$ cat config.mk
export PLATFORM = sky130hd
export DESIGN_NAME = rational_arith_gcd_reduce_unit_flat
export DESIGN_NICKNAME = d
export VERILOG_FILES = /design/src/design/rgr_pkg.sv /design/src/design/rgr_chan_if.sv /design/src/design/rgr_ctrl.sv /design/src/design/rgr_datapath.sv /design/src/design/rational_arith_gcd_reduce_unit.sv /design/src/flat_wrapper.sv
export VERILOG_INCLUDE_DIRS = /design/src /design/src/design
export SDC_FILE = /design/constraint.sdc
export NUM_CORES = 2
export LEC_CHECK = 0
export BUFFER_PORTS_ARGS = -buffer_cell sky130_fd_sc_hd__buf_2
export CAP_MARGIN = 20
export CORE_UTILIZATION = 45
export DETAILED_ROUTE_END_ITERATION = 12
export PLACE_DENSITY = 0.69
export SYNTH_ARGS = -nofsm -noshare
export SYNTH_HDL_FRONTEND = slang
export SYNTH_SLANG_ARGS = --single-unit
$ cat constraint.sdc
create_clock -name clk_i -period 27.4 [get_ports clk_i]
set_input_delay 2.74 -clock clk_i [delete_from_list [all_inputs] [get_ports clk_i]]
set_output_delay 2.74 -clock clk_i [all_outputs]
set_load 0.05 [all_outputs]
$ cat src/design/rational_arith_gcd_reduce_unit_defines.svh
`ifndef RATIONAL_ARITH_GCD_REDUCE_UNIT_DEFINES_SVH
`define RATIONAL_ARITH_GCD_REDUCE_UNIT_DEFINES_SVH

// same-cycle implication, checked outside reset
`define RGR_ASSERT_IMPLIES(label, clk, rst_n, lhs, rhs) \
  label: assert property (@(posedge clk) disable iff (!(rst_n)) (lhs) |-> (rhs)) \
    else $error("rgr assertion failed");

// next-cycle implication, checked outside reset
`define RGR_ASSERT_NEXT(label, clk, rst_n, lhs, rhs) \
  label: assert property (@(posedge clk) disable iff (!(rst_n)) (lhs) |=> (rhs)) \
    else $error("rgr assertion failed");

`endif

$ cat src/design/rgr_pkg.sv
`default_nettype none

package rgr_pkg;

  // input fraction field width
  localparam int IN_WIDTH = 16;
  // product width and signed working width of sums and magnitudes
  localparam int PW       = 2 * IN_WIDTH;
  localparam int MW       = PW + 1;
  // result field width and extension width for sign application
  localparam int OW       = 32;
  localparam int XW       = 64;
  // gcd shift counter and divider step counter widths
  localparam int KW       = $clog2(MW + 1);
  localparam int CW       = $clog2(MW);

  typedef enum logic [1:0] {
    CMD_ADD = 2'd0,
    CMD_SUB = 2'd1,
    CMD_MUL = 2'd2,
    CMD_DIV = 2'd3
  } rgr_cmd_e;

  typedef enum logic [1:0] {
    MSEL_N0 = 2'd0,
    MSEL_N1 = 2'd1,
    MSEL_D  = 2'd2
  } mul_sel_e;

  typedef enum logic [3:0] {
    S_IDLE,
    S_MUL0,
    S_MUL1,
    S_MUL2,
    S_MUL3,
    S_PREP,
    S_GCD,
    S_DIV,
    S_FIN
  } state_e;

  typedef struct packed {
    logic     load;
    logic     mul_en;
    mul_sel_e mul_sel;
    logic     n_load;
    logic     n_acc;
    logic     d_load;
    logic     prep;
    logic     gcd_step;
    logic     div_init;
    logic     div_step;
    logic     res_write;
  } ctrl_cmd_t;

  typedef struct packed {
    logic special;
    logic gcd_done;
    logic div_last;
  } dp_status_t;

endpackage

`default_nettype wire

$ cat src/design/rgr_chan_if.sv
`default_nettype none

// operand channel
interface rgr_in_if;
  import rgr_pkg::*;

  logic                       valid;
  logic                       ready;
  logic [1:0]                 command;
  logic signed [IN_WIDTH-1:0] num_a;
  logic signed [IN_WIDTH-1:0] den_a;
  logic signed [IN_WIDTH-1:0] num_b;
  logic signed [IN_WIDTH-1:0] den_b;

  modport source (output valid, command, num_a, den_a, num_b, den_b, input ready);
  modport sink   (input valid, command, num_a, den_a, num_b, den_b, output ready);
endinterface

// result channel
interface rgr_out_if;
  import rgr_pkg::*;

  logic                 valid;
  logic                 ready;
  logic signed [OW-1:0] num_out;
  logic signed [OW-1:0] den_out;
  logic                 zero_den;

  modport source (output valid, num_out, den_out, zero_den, input ready);
  modport sink   (input valid, num_out, den_out, zero_den, output ready);
endinterface

`default_nettype wire

$ cat src/design/rgr_ctrl.sv
`default_nettype none

`include "rational_arith_gcd_reduce_unit_defines.svh"

module rgr_ctrl (
  input  wire logic               clk_i,
  input  wire logic               rst_ni,
  input  wire logic               in_valid_i,
  output logic                    in_ready_o,
  input  wire logic               out_ready_i,
  output logic                    out_valid_o,
  input  wire rgr_pkg::dp_status_t status_i,
  output rgr_pkg::ctrl_cmd_t      cmd_o
);
  import rgr_pkg::*;

  state_e state_q, state_d;
  logic   out_valid_q, out_valid_d;

  // state and result valid registers
  always_ff @(posedge clk_i or negedge rst_ni) begin
    if (!rst_ni) begin
      state_q     <= S_IDLE;
      out_valid_q <= 1'b0;
    end else begin
      state_q     <= state_d;
      out_valid_q <= out_valid_d;
    end
  end

  // next state
  always_comb begin
    state_d = state_q;
    unique case (state_q)
      S_IDLE: if (in_valid_i) state_d = S_MUL0;
      S_MUL0: state_d = S_MUL1;
      S_MUL1: state_d = S_MUL2;
      S_MUL2: state_d = S_MUL3;
      S_MUL3: state_d = S_PREP;
      S_PREP: state_d = status_i.special ? S_FIN : S_GCD;
      S_GCD:  if (status_i.gcd_done) state_d = S_DIV;
      S_DIV:  if (status_i.div_last) state_d = S_FIN;
      S_FIN:  if (!out_valid_q || out_ready_i) state_d = S_IDLE;
      default: state_d = S_IDLE;
    endcase
  end

  // command outputs
  always_comb begin
    cmd_o      = '0;
    in_ready_o = 1'b0;
    unique case (state_q)
      S_IDLE: begin
        in_ready_o = 1'b1;
        cmd_o.load = in_valid_i;
      end
      S_MUL0: begin
        cmd_o.mul_en  = 1'b1;
        cmd_o.mul_sel = MSEL_N0;
      end
      S_MUL1: begin
        cmd_o.n_load  = 1'b1;
        cmd_o.mul_en  = 1'b1;
        cmd_o.mul_sel = MSEL_N1;
      end
      S_MUL2: begin
        cmd_o.n_acc   = 1'b1;
        cmd_o.mul_en  = 1'b1;
        cmd_o.mul_sel = MSEL_D;
      end
      S_MUL3: cmd_o.d_load = 1'b1;
      S_PREP: cmd_o.prep = 1'b1;
      S_GCD: begin
        cmd_o.div_init = status_i.gcd_done;
        cmd_o.gcd_step = !status_i.gcd_done;
      end
      S_DIV:  cmd_o.div_step = 1'b1;
      S_FIN:  cmd_o.res_write = !out_valid_q || out_ready_i;
      default: cmd_o = '0;
    endcase
  end

  // result valid: set on write, cleared on transfer
  always_comb begin
    out_valid_d = out_valid_q;
    if (cmd_o.res_write) begin
      out_valid_d = 1'b1;
    end else if (out_ready_i) begin
      out_valid_d = 1'b0;
    end
  end

  assign out_valid_o = out_valid_q;

  `RGR_ASSERT_IMPLIES(a_no_overwrite, clk_i, rst_ni, cmd_o.res_write, !out_valid_q || out_ready_i)
  `RGR_ASSERT_IMPLIES(a_gcd_live, clk_i, rst_ni, cmd_o.gcd_step, !status_i.gcd_done)
  `RGR_ASSERT_NEXT(a_div_follows_init, clk_i, rst_ni, cmd_o.div_init, state_q == S_DIV)
  `RGR_ASSERT_NEXT(a_load_starts_mul, clk_i, rst_ni, cmd_o.load, state_q == S_MUL0)

endmodule

`default_nettype wire

$ cat src/design/rgr_datapath.sv
`default_nettype none

module rgr_datapath (
  input  wire logic                                clk_i,
  input  wire rgr_pkg::ctrl_cmd_t                  cmd_i,
  input  wire logic [1:0]                          command_i,
  input  wire logic signed [rgr_pkg::IN_WIDTH-1:0] num_a_i,
  input  wire logic signed [rgr_pkg::IN_WIDTH-1:0] den_a_i,
  input  wire logic signed [rgr_pkg::IN_WIDTH-1:0] num_b_i,
  input  wire logic signed [rgr_pkg::IN_WIDTH-1:0] den_b_i,
  output rgr_pkg::dp_status_t                      status_o,
  output logic signed [rgr_pkg::OW-1:0]            num_out_o,
  output logic signed [rgr_pkg::OW-1:0]            den_out_o,
  output logic                                     zero_den_o
);
  import rgr_pkg::*;

  // apply a sign to a magnitude and keep the low result bits
  function automatic logic [OW-1:0] apply_sign(input logic neg, input logic [MW-1:0] mag);
    logic [XW-1:0] x;
    x = {{(XW-MW){1'b0}}, mag};
    if (neg) x = -x;
    return x[OW-1:0];
  endfunction

  rgr_cmd_e                   op_q;
  logic signed [IN_WIDTH-1:0] na_q, da_q, nb_q, db_q;
  logic signed [IN_WIDTH-1:0] mul_a, mul_b;
  logic signed [PW-1:0]       prod_d, prod_q;
  logic signed [MW-1:0]       n_q, d_ext;
  logic signed [PW-1:0]       d_q;
  logic                       n_neg_raw, d_neg_raw;
  logic                       nneg_q, dneg_q, spec_q, spec_zd_q;
  logic [MW-1:0]              nm_q, dm_q, u_q, v_q, g_q;
  logic [KW-1:0]              k_q;
  logic [MW:0]                rn_q, rd_q, trial_n, trial_d;
  logic [MW-1:0]              qn_q, qd_q;
  logic [CW-1:0]              cnt_q;
  logic                       bit_n, bit_d;
  logic signed [OW-1:0]       num_q, den_q;
  logic                       zd_q;

  // multiplier operand select
  always_comb begin
    unique case (cmd_i.mul_sel)
      MSEL_N0: begin
        mul_a = na_q;
        mul_b = (op_q == CMD_MUL) ? nb_q : db_q;
      end
      MSEL_N1: begin
        mul_a = nb_q;
        mul_b = da_q;
      end
      MSEL_D: begin
        mul_a = da_q;
        mul_b = (op_q == CMD_DIV) ? nb_q : db_q;
      end
      default: begin
        mul_a = na_q;
        mul_b = db_q;
      end
    endcase
  end

  assign prod_d = PW'(mul_a) * PW'(mul_b);

  // operand capture, product register and cross-term accumulation
  always_ff @(posedge clk_i) begin
    if (cmd_i.load) begin
      op_q <= rgr_cmd_e'(command_i);
      na_q <= num_a_i;
      da_q <= den_a_i;
      nb_q <= num_b_i;
      db_q <= den_b_i;
    end
    if (cmd_i.mul_en) prod_q <= prod_d;
    if (cmd_i.n_load) n_q <= MW'(prod_q);
    if (cmd_i.n_acc) begin
      case (op_q)
        CMD_ADD: n_q <= n_q + MW'(prod_q);
        CMD_SUB: n_q <= n_q - MW'(prod_q);
        default: n_q <= n_q;
      endcase
    end
    if (cmd_i.d_load) d_q <= prod_q;
  end

  // sign and special-case decode
  assign d_ext     = MW'(d_q);
  assign n_neg_raw = n_q[MW-1];
  assign d_neg_raw = d_q[PW-1];

  assign status_o.special  = (d_q == '0) || (n_q == '0);
  assign status_o.gcd_done = (u_q == '0) || (v_q == '0);
  assign status_o.div_last = (cnt_q == CW'(MW - 1));

  // restoring divider trial subtraction, two lanes sharing the gcd
  assign trial_n = {rn_q[MW-1:0], qn_q[MW-1]};
  assign trial_d = {rd_q[MW-1:0], qd_q[MW-1]};
  assign bit_n   = (trial_n >= {1'b0, g_q});
  assign bit_d   = (trial_d >= {1'b0, g_q});

  // magnitudes, binary gcd and division
  always_ff @(posedge clk_i) begin
    if (cmd_i.prep) begin
      nneg_q    <= n_neg_raw && !d_neg_raw;
      dneg_q    <= d_neg_raw && !n_neg_raw;
      spec_q    <= (d_q == '0) || (n_q == '0);
      spec_zd_q <= (d_q == '0);
      nm_q      <= n_neg_raw ? -n_q : n_q;
      dm_q      <= d_neg_raw ? -d_ext : d_ext;
      u_q       <= n_neg_raw ? -n_q : n_q;
      v_q       <= d_neg_raw ? -d_ext : d_ext;
      k_q       <= '0;
    end
    if (cmd_i.gcd_step) begin
      if (!u_q[0] && !v_q[0]) begin
        u_q <= u_q >> 1;
        v_q <= v_q >> 1;
        k_q <= k_q + KW'(1);
      end else if (!u_q[0]) begin
        u_q <= u_q >> 1;
      end else if (!v_q[0]) begin
        v_q <= v_q >> 1;
      end else if (u_q >= v_q) begin
        u_q <= (u_q - v_q) >> 1;
      end else begin
        v_q <= (v_q - u_q) >> 1;
      end
    end
    if (cmd_i.div_init) begin
      g_q   <= (u_q | v_q) << k_q;
      rn_q  <= '0;
      rd_q  <= '0;
      qn_q  <= nm_q;
      qd_q  <= dm_q;
      cnt_q <= '0;
    end
    if (cmd_i.div_step) begin
      rn_q  <= bit_n ? (trial_n - {1'b0, g_q}) : trial_n;
      rd_q  <= bit_d ? (trial_d - {1'b0, g_q}) : trial_d;
      qn_q  <= {qn_q[MW-2:0], bit_n};
      qd_q  <= {qd_q[MW-2:0], bit_d};
      cnt_q <= cnt_q + CW'(1);
    end
  end

  // result register
  always_ff @(posedge clk_i) begin
    if (cmd_i.res_write) begin
      zd_q <= spec_zd_q;
      if (spec_q) begin
        num_q <= '0;
        den_q <= spec_zd_q ? '0 : apply_sign(dneg_q, MW'(1));
      end else begin
        num_q <= apply_sign(nneg_q, qn_q);
        den_q <= apply_sign(dneg_q, qd_q);
      end
    end
  end

  assign num_out_o  = num_q;
  assign den_out_o  = den_q;
  assign zero_den_o = zd_q;

endmodule

`default_nettype wire

$ cat src/design/rational_arith_gcd_reduce_unit.sv
// Rational arithmetic unit with gcd reduction.
// in_i carries a command (add, subtract, multiply, divide) and two signed
// fractions num_a/den_a and num_b/den_b; out_o carries the reduced result
// num_out/den_out and zero_den. Both channels transfer on valid && ready.
// One item is worked on at a time: the three products come in turn from one
// shared multiplier, then a binary gcd runs one step a cycle, then a
// restoring divider reduces numerator and denominator together, one quotient
// bit a cycle, MW (33) bits in all. A zero numerator or zero denominator
// skips the gcd and the divider. With a result taken at once the next item
// is accepted in the cycle after the result is written.
// A finished result waits in an output register; a new item is accepted
// while it waits, and the next result is held back until it is taken.
// Reset clears the controller and drops any pending result.
`default_nettype none

module rational_arith_gcd_reduce_unit (
  input  wire logic  clk_i,
  input  wire logic  rst_ni,
  rgr_in_if.sink     in_i,
  rgr_out_if.source  out_o
);
  import rgr_pkg::*;

  ctrl_cmd_t  cmd;
  dp_status_t status;

  // sequencing controller
  rgr_ctrl u_ctrl (
    .clk_i       (clk_i),
    .rst_ni      (rst_ni),
    .in_valid_i  (in_i.valid),
    .in_ready_o  (in_i.ready),
    .out_ready_i (out_o.ready),
    .out_valid_o (out_o.valid),
    .status_i    (status),
    .cmd_o       (cmd)
  );

  // arithmetic datapath
  rgr_datapath u_dp (
    .clk_i      (clk_i),
    .cmd_i      (cmd),
    .command_i  (in_i.command),
    .num_a_i    (in_i.num_a),
    .den_a_i    (in_i.den_a),
    .num_b_i    (in_i.num_b),
    .den_b_i    (in_i.den_b),
    .status_o   (status),
    .num_out_o  (out_o.num_out),
    .den_out_o  (out_o.den_out),
    .zero_den_o (out_o.zero_den)
  );

endmodule

`default_nettype wire

$ cat src/flat_wrapper.sv
// flat-port wrapper written by rule: the top's interface ports become plain ports
module rational_arith_gcd_reduce_unit_flat import rgr_pkg::*;
  (clk_i, rst_ni, in_i_valid, in_i_command, in_i_num_a, in_i_den_a, in_i_num_b, in_i_den_b, in_i_ready, out_o_valid, out_o_num_out, out_o_den_out, out_o_zero_den, out_o_ready);
  rgr_in_if in_i_i ();
  rgr_out_if out_o_i ();
  input  wire logic clk_i;
  input  wire logic rst_ni;
  input wire logic [$bits(in_i_i.valid)-1:0] in_i_valid;
  input wire logic [$bits(in_i_i.command)-1:0] in_i_command;
  input wire logic [$bits(in_i_i.num_a)-1:0] in_i_num_a;
  input wire logic [$bits(in_i_i.den_a)-1:0] in_i_den_a;
  input wire logic [$bits(in_i_i.num_b)-1:0] in_i_num_b;
  input wire logic [$bits(in_i_i.den_b)-1:0] in_i_den_b;
  output wire logic [$bits(in_i_i.ready)-1:0] in_i_ready;
  output wire logic [$bits(out_o_i.valid)-1:0] out_o_valid;
  output wire logic [$bits(out_o_i.num_out)-1:0] out_o_num_out;
  output wire logic [$bits(out_o_i.den_out)-1:0] out_o_den_out;
  output wire logic [$bits(out_o_i.zero_den)-1:0] out_o_zero_den;
  input wire logic [$bits(out_o_i.ready)-1:0] out_o_ready;
  assign in_i_i.valid = in_i_valid;
  assign in_i_i.command = in_i_command;
  assign in_i_i.num_a = in_i_num_a;
  assign in_i_i.den_a = in_i_den_a;
  assign in_i_i.num_b = in_i_num_b;
  assign in_i_i.den_b = in_i_den_b;
  assign in_i_ready = in_i_i.ready;
  assign out_o_valid = out_o_i.valid;
  assign out_o_num_out = out_o_i.num_out;
  assign out_o_den_out = out_o_i.den_out;
  assign out_o_zero_den = out_o_i.zero_den;
  assign out_o_i.ready = out_o_ready;
  rational_arith_gcd_reduce_unit u_core (.clk_i(clk_i), .rst_ni(rst_ni), .in_i(in_i_i), .out_o(out_o_i));
endmodule
### After elaboration in Yosys (flattened, before gate mapping)

Cells that the tools add are included.

| word-level totals | value |
|---|---|
| flip-flop bits (word level) | 546 |
| latch bits | 0 |
| RAM bits | 0 |
| bits in read-only memories | 0 |
| logic and storage cells | 147 |
| memories | 0 |

| cells by class | value |
|---|---|
| add/sub/neg operators | 12 |
| $mul | 1 |
| divide/modulo/power cells | 0 |
| $lt $le $gt $ge | 3 |
| eq/ne operators | 19 |
| shift-type cells | 1 |
| mux-type cells | 58 |
| bitwise operators | 1 |
| reduce and logical (&&, ||, !) cells | 24 |

Operators by type and width:

| cell | count |
|---|---|
| 33-bit 2-to-1 mux | 25 |
| 32-bit 2-to-1 mux | 5 |
| 33-bit subtractor | 4 |
| 33-bit logical NOT | 3 |
| 34-bit by 33-bit >= comparator with 1-bit output | 2 |
| 33-bit one-hot mux with 2 select lines | 1 |
| 32-bit negator | 2 |
| 16-bit one-hot mux with 3 select lines | 1 |
| 4-bit one-hot mux with 9 select lines | 1 |
| 33-bit by 32-bit adder with 33-bit output | 1 |
| 33-bit >= comparator | 1 |
| 32-bit negator with 33-bit output | 1 |
| 33-bit negator | 1 |
| 33-bit OR | 1 |
| 33-bit by 6-bit << shifter with 33-bit output | 1 |
| 33-bit by 32-bit subtractor with 33-bit output | 1 |
| 32-bit logical NOT | 1 |
| 16-bit by 16-bit multiplier with 32-bit output | 1 |
| 16-bit 2-to-1 mux | 2 |
| 16-bit one-hot mux with 2 select lines | 1 |
| 6-bit 2-to-1 mux | 5 |
| 4-bit 2-to-1 mux | 5 |
| 4-bit by 3-bit == test with 1-bit output (second input constant) | 4 |
| 6-bit by 1-bit adder with 6-bit output (second input constant) | 2 |
| 20 further kinds | 47 |

### Depth between registers and ports, before layout

| logic depth | value |
|---|---|
| depth after elaboration | 8 |
| gate-level depth with buffers | 36 |
| mapped depth without buffers | 32 |

### Modules after synthesis

A second synthesis with hierarchy kept.

| second synthesis, totals | value |
|---|---|
| cells, all modules | 4519 |
| area total of the unflattened synthesis | 44891.8 µm² |

By module, submodules not included:

| module | times used | cells each | area an instance (µm²) |
|---|---|---|---|
| rgr_datapath | 1 | 4470 | 44473.9 |
| rgr_ctrl | 1 | 49 | 417.9 |

### Least setup slack after synthesis

No wires, ideal clock.

| path | value |
|---|---|
| path kind | reg-to-reg |
| from | register u_core.u_ctrl.state_q[2] |
| to | register u_core.u_dp.prod_q[31] (data pin) |
| setup time | 0.268 ns |
| arrival time | 8.432 ns |
| setup slack | 18.700 ns |
| cell stages (with the launch flop) | 32 |
| period minus slack after synthesis | 8.700 ns |
| cells stage by stage | dfrtp_1 clkbuf_1 nor3_1 inv_1 clkbuf_1 buf_1 ha_1 clkbuf_1 clkbuf_1 a221oi_1 a21oi_1 o21ai_1 clkbuf_1 nor2_1 fa_1 fa_1 fa_1 fa_1 fa_1 inv_1 fa_1 inv_1 ha_1 a21o_1 nor2b_1 o21a_1 nand4_1 a31oi_1 nor2b_1 o21a_1 o41ai_1 xnor2_1 |

| on the way | value |
|---|---|
| cells in the longest elaborated chain, start to end | 5 |

RTL lines:

| item | line | RTL |
|---|---|---|
| start: declaration | rgr_ctrl.sv:17 | `state_e state_q, state_d;` |
| start signal: assignment | rgr_ctrl.sv:26 | `state_q <= state_d;` |
| 4-bit by 2-bit == test with 1-bit output or 4-bit by 1-bit == test with 1-bit output (tied branches) | rgr_ctrl.sv:52 | `unique case (state_q)` |
| 3-bit one-hot mux with 3 select lines (*) | rgr_ctrl.sv:52 |  |
| 2-bit == test, or another cell as far along | rgr_datapath.sv:45 | `unique case (cmd_i.mul_sel)` |
| 16-bit one-hot mux with 3 select lines or 16-bit one-hot mux with 2 select lines (tied branches) | rgr_datapath.sv:45 |  |
| 16-bit by 16-bit multiplier with 32-bit output (*) | rgr_datapath.sv:65 | `assign prod_d = PW'(mul_a) * PW'(mul_b);` |
| named net u_core.u_dp.prod_d[31] | rgr_datapath.sv:29 | `logic signed [PW-1:0] prod_d, prod_q;` |
| end signal: assignment | rgr_datapath.sv:76 | `if (cmd_i.mul_en) prod_q <= prod_d;` |
| end: declaration | rgr_datapath.sv:29 |  |

Mark *: on every way through the listed nets, which the timed path passes. The rest lies on a longest branch.
A chain may end at the register's enable or synchronous reset.

### Worst setup path after layout

| path | value |
|---|---|
| from | register u_core.u_ctrl.state_q[0] |
| to | register u_core.u_dp.prod_q[31] (data pin) |

The elaborated chain is that of the path after synthesis.

==> summary.md <==
| Metric | Value |
|---|---|
| CP Data Arrival Time | `9610 ps` |
| Crit path max-delay cell type | `fa_1` |
| RSZ-0062 raised after global routing | `no` |
| Final setup violating endpoints | `0` |
| Share of cells above drive strength 1 | `8.68%` |
| Total gr overflow | `0` |
| Count leader, synth | `nand2_1` |
| Mapped cell area | `45000 um^2` |
| 1st-iter DRT viols | `3452` |
| Row count | `115` |
| Syn_nets | `5357` |
| Final Hold Vio Count | `0` |
| EDFF count, synth | `469` |
| Asr flop ratio synth | `0.916%` |
| Synth Area in Simple Gates | `14.4%` |
| Initial antenna violation count | `10` |
| Max-Cap Viols | `0` |
| Via Count | `35904` |
| Area grow syn2layout | `9.81%` |
| First-pass GRT wire length | `204 mm` |
| Via density | `5.85` |
| Post-synthesis adder-cell area fraction | `20.0%` |
| Post-CTS Setup Repair Bufs | `0` |
| Clock Tree Buf Depth | `3` |
| Post-Synth XOR/XNOR Area | `6.44%` |
| Fmax | `0.108 GHz` |
| Synth Flop Type | `edfxtp_1` |
| Post-synthesis mux area share | `3.72%` |
| Hold Crit Depth | `0` |
| CP startpoint kind | `flip-flop` |
| Core area | `98700 um^2` |
| Crit-path max cell delay | `850 ps` |
| Total CTS buffers | `67` |
| Resized cells post-CTS | `0` |
| Yosys reg bits | `546` |
| Pre-Repair DR Iteration Count | `6` |
| Status | `completed` |
| Clock period minus worst slack | `9270 ps` |
| Library cells used by synthesis | `92` |
| Dominant cells by area after synthesis | `edfxtp_1 (31%), fa_1 (12%), ha_1 (8.1%), nand2_1 (4.7%), xnor2_1 (4.1%)` |
| Reg2Reg Depth | `31` |
| Worst Hold Class | `reg2reg` |
| Required @ worst endpoint | `27750 ps` |
| Yosys warnings | `0` |
| Reg-to-Reg End | `u_core.u_dp.prod_q[31]` |
| Post-synthesis instance total | `4729` |
| Yosys top cell by area | `edfxtp_1` |
| Hold bufs inserted after CTS | `0` |
| Starting Density | `45.6%` |
| Yosys top cell area share | `31.3%` |
| Post-route ant nets | `0` |
| HPWL Detailed | `103 mm` |
| Sequential share of the synthesized area | `34.8%` |
| Main combinational cell family by area after synthesis | `adder cells` |
| Vias in the first global route | `34904` |
| Worst R2R Start | `u_core.u_ctrl.state_q[0]` |
| Hold Path End | `u_core.u_dp.nm_q[0]` |
| Final TNS setup | `0 ps` |
| Period utilisation layout | `33.8%` |
| Drt wl/cell | `21.6 um` |
| Tot GR Track Use | `25.8%` |
| I/O Buffers | `136` |
| Final clock skew | `34.9 ps` |
| Reg clk slew, reported paths | `60 ps` |
| Worst R2R Setup Slack | `18130 ps` |
| Commonest cells post-synth | `nand2_1 (566), inv_1 (489), edfxtp_1 (469)` |
| Die Span X | `318 um` |
| CP Max Fanout | `69` |
| Final wirelength | `132 mm` |
| Worst relative slew slack | `21.1%` |
| Worst-Skew Late Latency | `640 ps` |
| Root Buffer | `clkbuf_16` |
| Die Ht | `318 um` |
| Worst path most repeated cell | `fa_1` |
| Compound-gate portion of the synthesized area | `14.9%` |
| H-Tree Depth | `3` |
| Fin nets | `5422` |
| Crit end category | `flip-flop` |
| Gpl congestion | `1.02` |
| Pin count of the biggest net entering global routing | `100` |
| TritonCTS clock tree | `done` |
| Kind of critical path | `reg2reg` |
| Least-Margin Pin Slew | `1180 ps` |
| Final slew viol count | `0` |
| Syn Area/Cell | `9.51 um^2` |
| Hold Crit Start | `u_core.u_dp.n_q[0]` |
| Drc violations | `0` |
| Total Die Area | `101000 um^2` |
| Io pins | `137` |
| CTS Sinks | `546` |
-- final cells by class --
cell class                      instances  area, um^2
Tap cell                             1287        1610
Clock buffer                           79        1780
Antenna cell                            2        5.00
Fill cell                            9092       49300
Clock inverter                         44         510
Sequential cell                       546       15700
Multi-Input combinational cell       3489       26800
Inverter                              492        1850
Timing Repair Buffer                  198        1180
-- how the worst max path moves through the flow --
stage / from / end / cells past startpoint
2_1_floorplan: u_core.u_ctrl.state_q[2] / u_core.u_dp.prod_q[31] / 31
3_3_place_gp: u_core.u_ctrl.state_q[0] / u_core.u_dp.prod_q[31] / 31
3_5_place_dp: u_core.u_ctrl.state_q[0] / u_core.u_dp.prod_q[31] / 31
4_1_cts: u_core.u_ctrl.state_q[0] / u_core.u_dp.prod_q[31] / 31
5_1_grt: u_core.u_ctrl.state_q[0] / u_core.u_dp.prod_q[31] / 31
6_report: u_core.u_ctrl.state_q[0] / u_core.u_dp.prod_q[31] / 31
-- layer usage --
layer / global-route usage [%] / up-vias / routed length (um)
li1: - / 16613 / -
met1: 33.3 / 17442 / 54100
met2: 42.6 / 1499 / 62000
met3: 3.39 / 344 / 8930
met4: 13.1 / 6 / 7340
met5: 0 / - / 38
-- metrics by stage --
stage | std cells | hold slack [ps] | util, % | cell area [um^2] | setup WS, ps
floorplan | 4729 | 427 | - | 45000 | 18700
global placement | 6009 | 460 | 47.7 | 47100 | 18350
detailed placement | 6009 | 466 | 47.7 | 47100 | 18240
CTS | 6132 | 484 | 50.0 | 49300 | 18150
global route | 6135 | 503 | 50.0 | 49400 | 17490
finish | 6137 | 486 | 50.1 | 49400 | 18130
-- worst max-delay path, delay by kind of cell, from the launching register on --
| kind | cells | cell delay (ps) |
|---|---|---|
| adders and majority gates | 8 | 4560 |
| and+or+nand+nor | 6 | 750 |
| AOI/OAI and AO/OA | 8 | 1700 |
| buffers and inverters | 8 | 1360 |
| DFF | 1 | 450 |
| xor gates and xnor gates | 1 | 130 |
-- placed cells by master, fill, tap and decap left out, types with 58 or more instances in the layout --
master     netlist  layout
nand2_1        566     566
inv_1          489     488
edfxtp_1       469     469
nor2_1         436     434
ha_1           291     291
fa_1           267     267
a21oi_1        245     245
o21ai_0        244     243
xnor2_1        210     210
buf_2            9     136
xor2_1         121     121
mux2i_1         80      80
a21o_1          73      73
dfxtp_1         72      71
clkbuf_16        0      68
nand2b_1        60      59
buf_4            0      59
nor3_1          61      58
-- registers in the layout, summed over array words and instances (netlist names), 2 cells and up --
register               flops
u_core.u_ctrl.state_q      4
u_core.u_dp.cnt_q          6
u_core.u_dp.d_q           32
u_core.u_dp.da_q          16
u_core.u_dp.db_q          16
u_core.u_dp.den_out_o     32
u_core.u_dp.dm_q          33
u_core.u_dp.g_q           33
u_core.u_dp.k_q            6
u_core.u_dp.n_q           33
u_core.u_dp.na_q          16
u_core.u_dp.nb_q          16
u_core.u_dp.nm_q          33
u_core.u_dp.num_out_o     32
u_core.u_dp.op_q           2
u_core.u_dp.prod_q        32
u_core.u_dp.qd_q          33
u_core.u_dp.qn_q          33
u_core.u_dp.rd_q          33
u_core.u_dp.rn_q          33
u_core.u_dp.u_q           33
u_core.u_dp.v_q           33
-- logic make-up after synthesis --
kind of cell	after synthesis
compound gates	1031
xor+xnor	331
fa+ha+maj	558
buf+inv	694
flops	546
mux	134
other cells	1
simple gates	1434
Power is left out: the tool's default activity adds up to more than one toggle a clock period on the data nets, which glitch-free logic cannot reach.
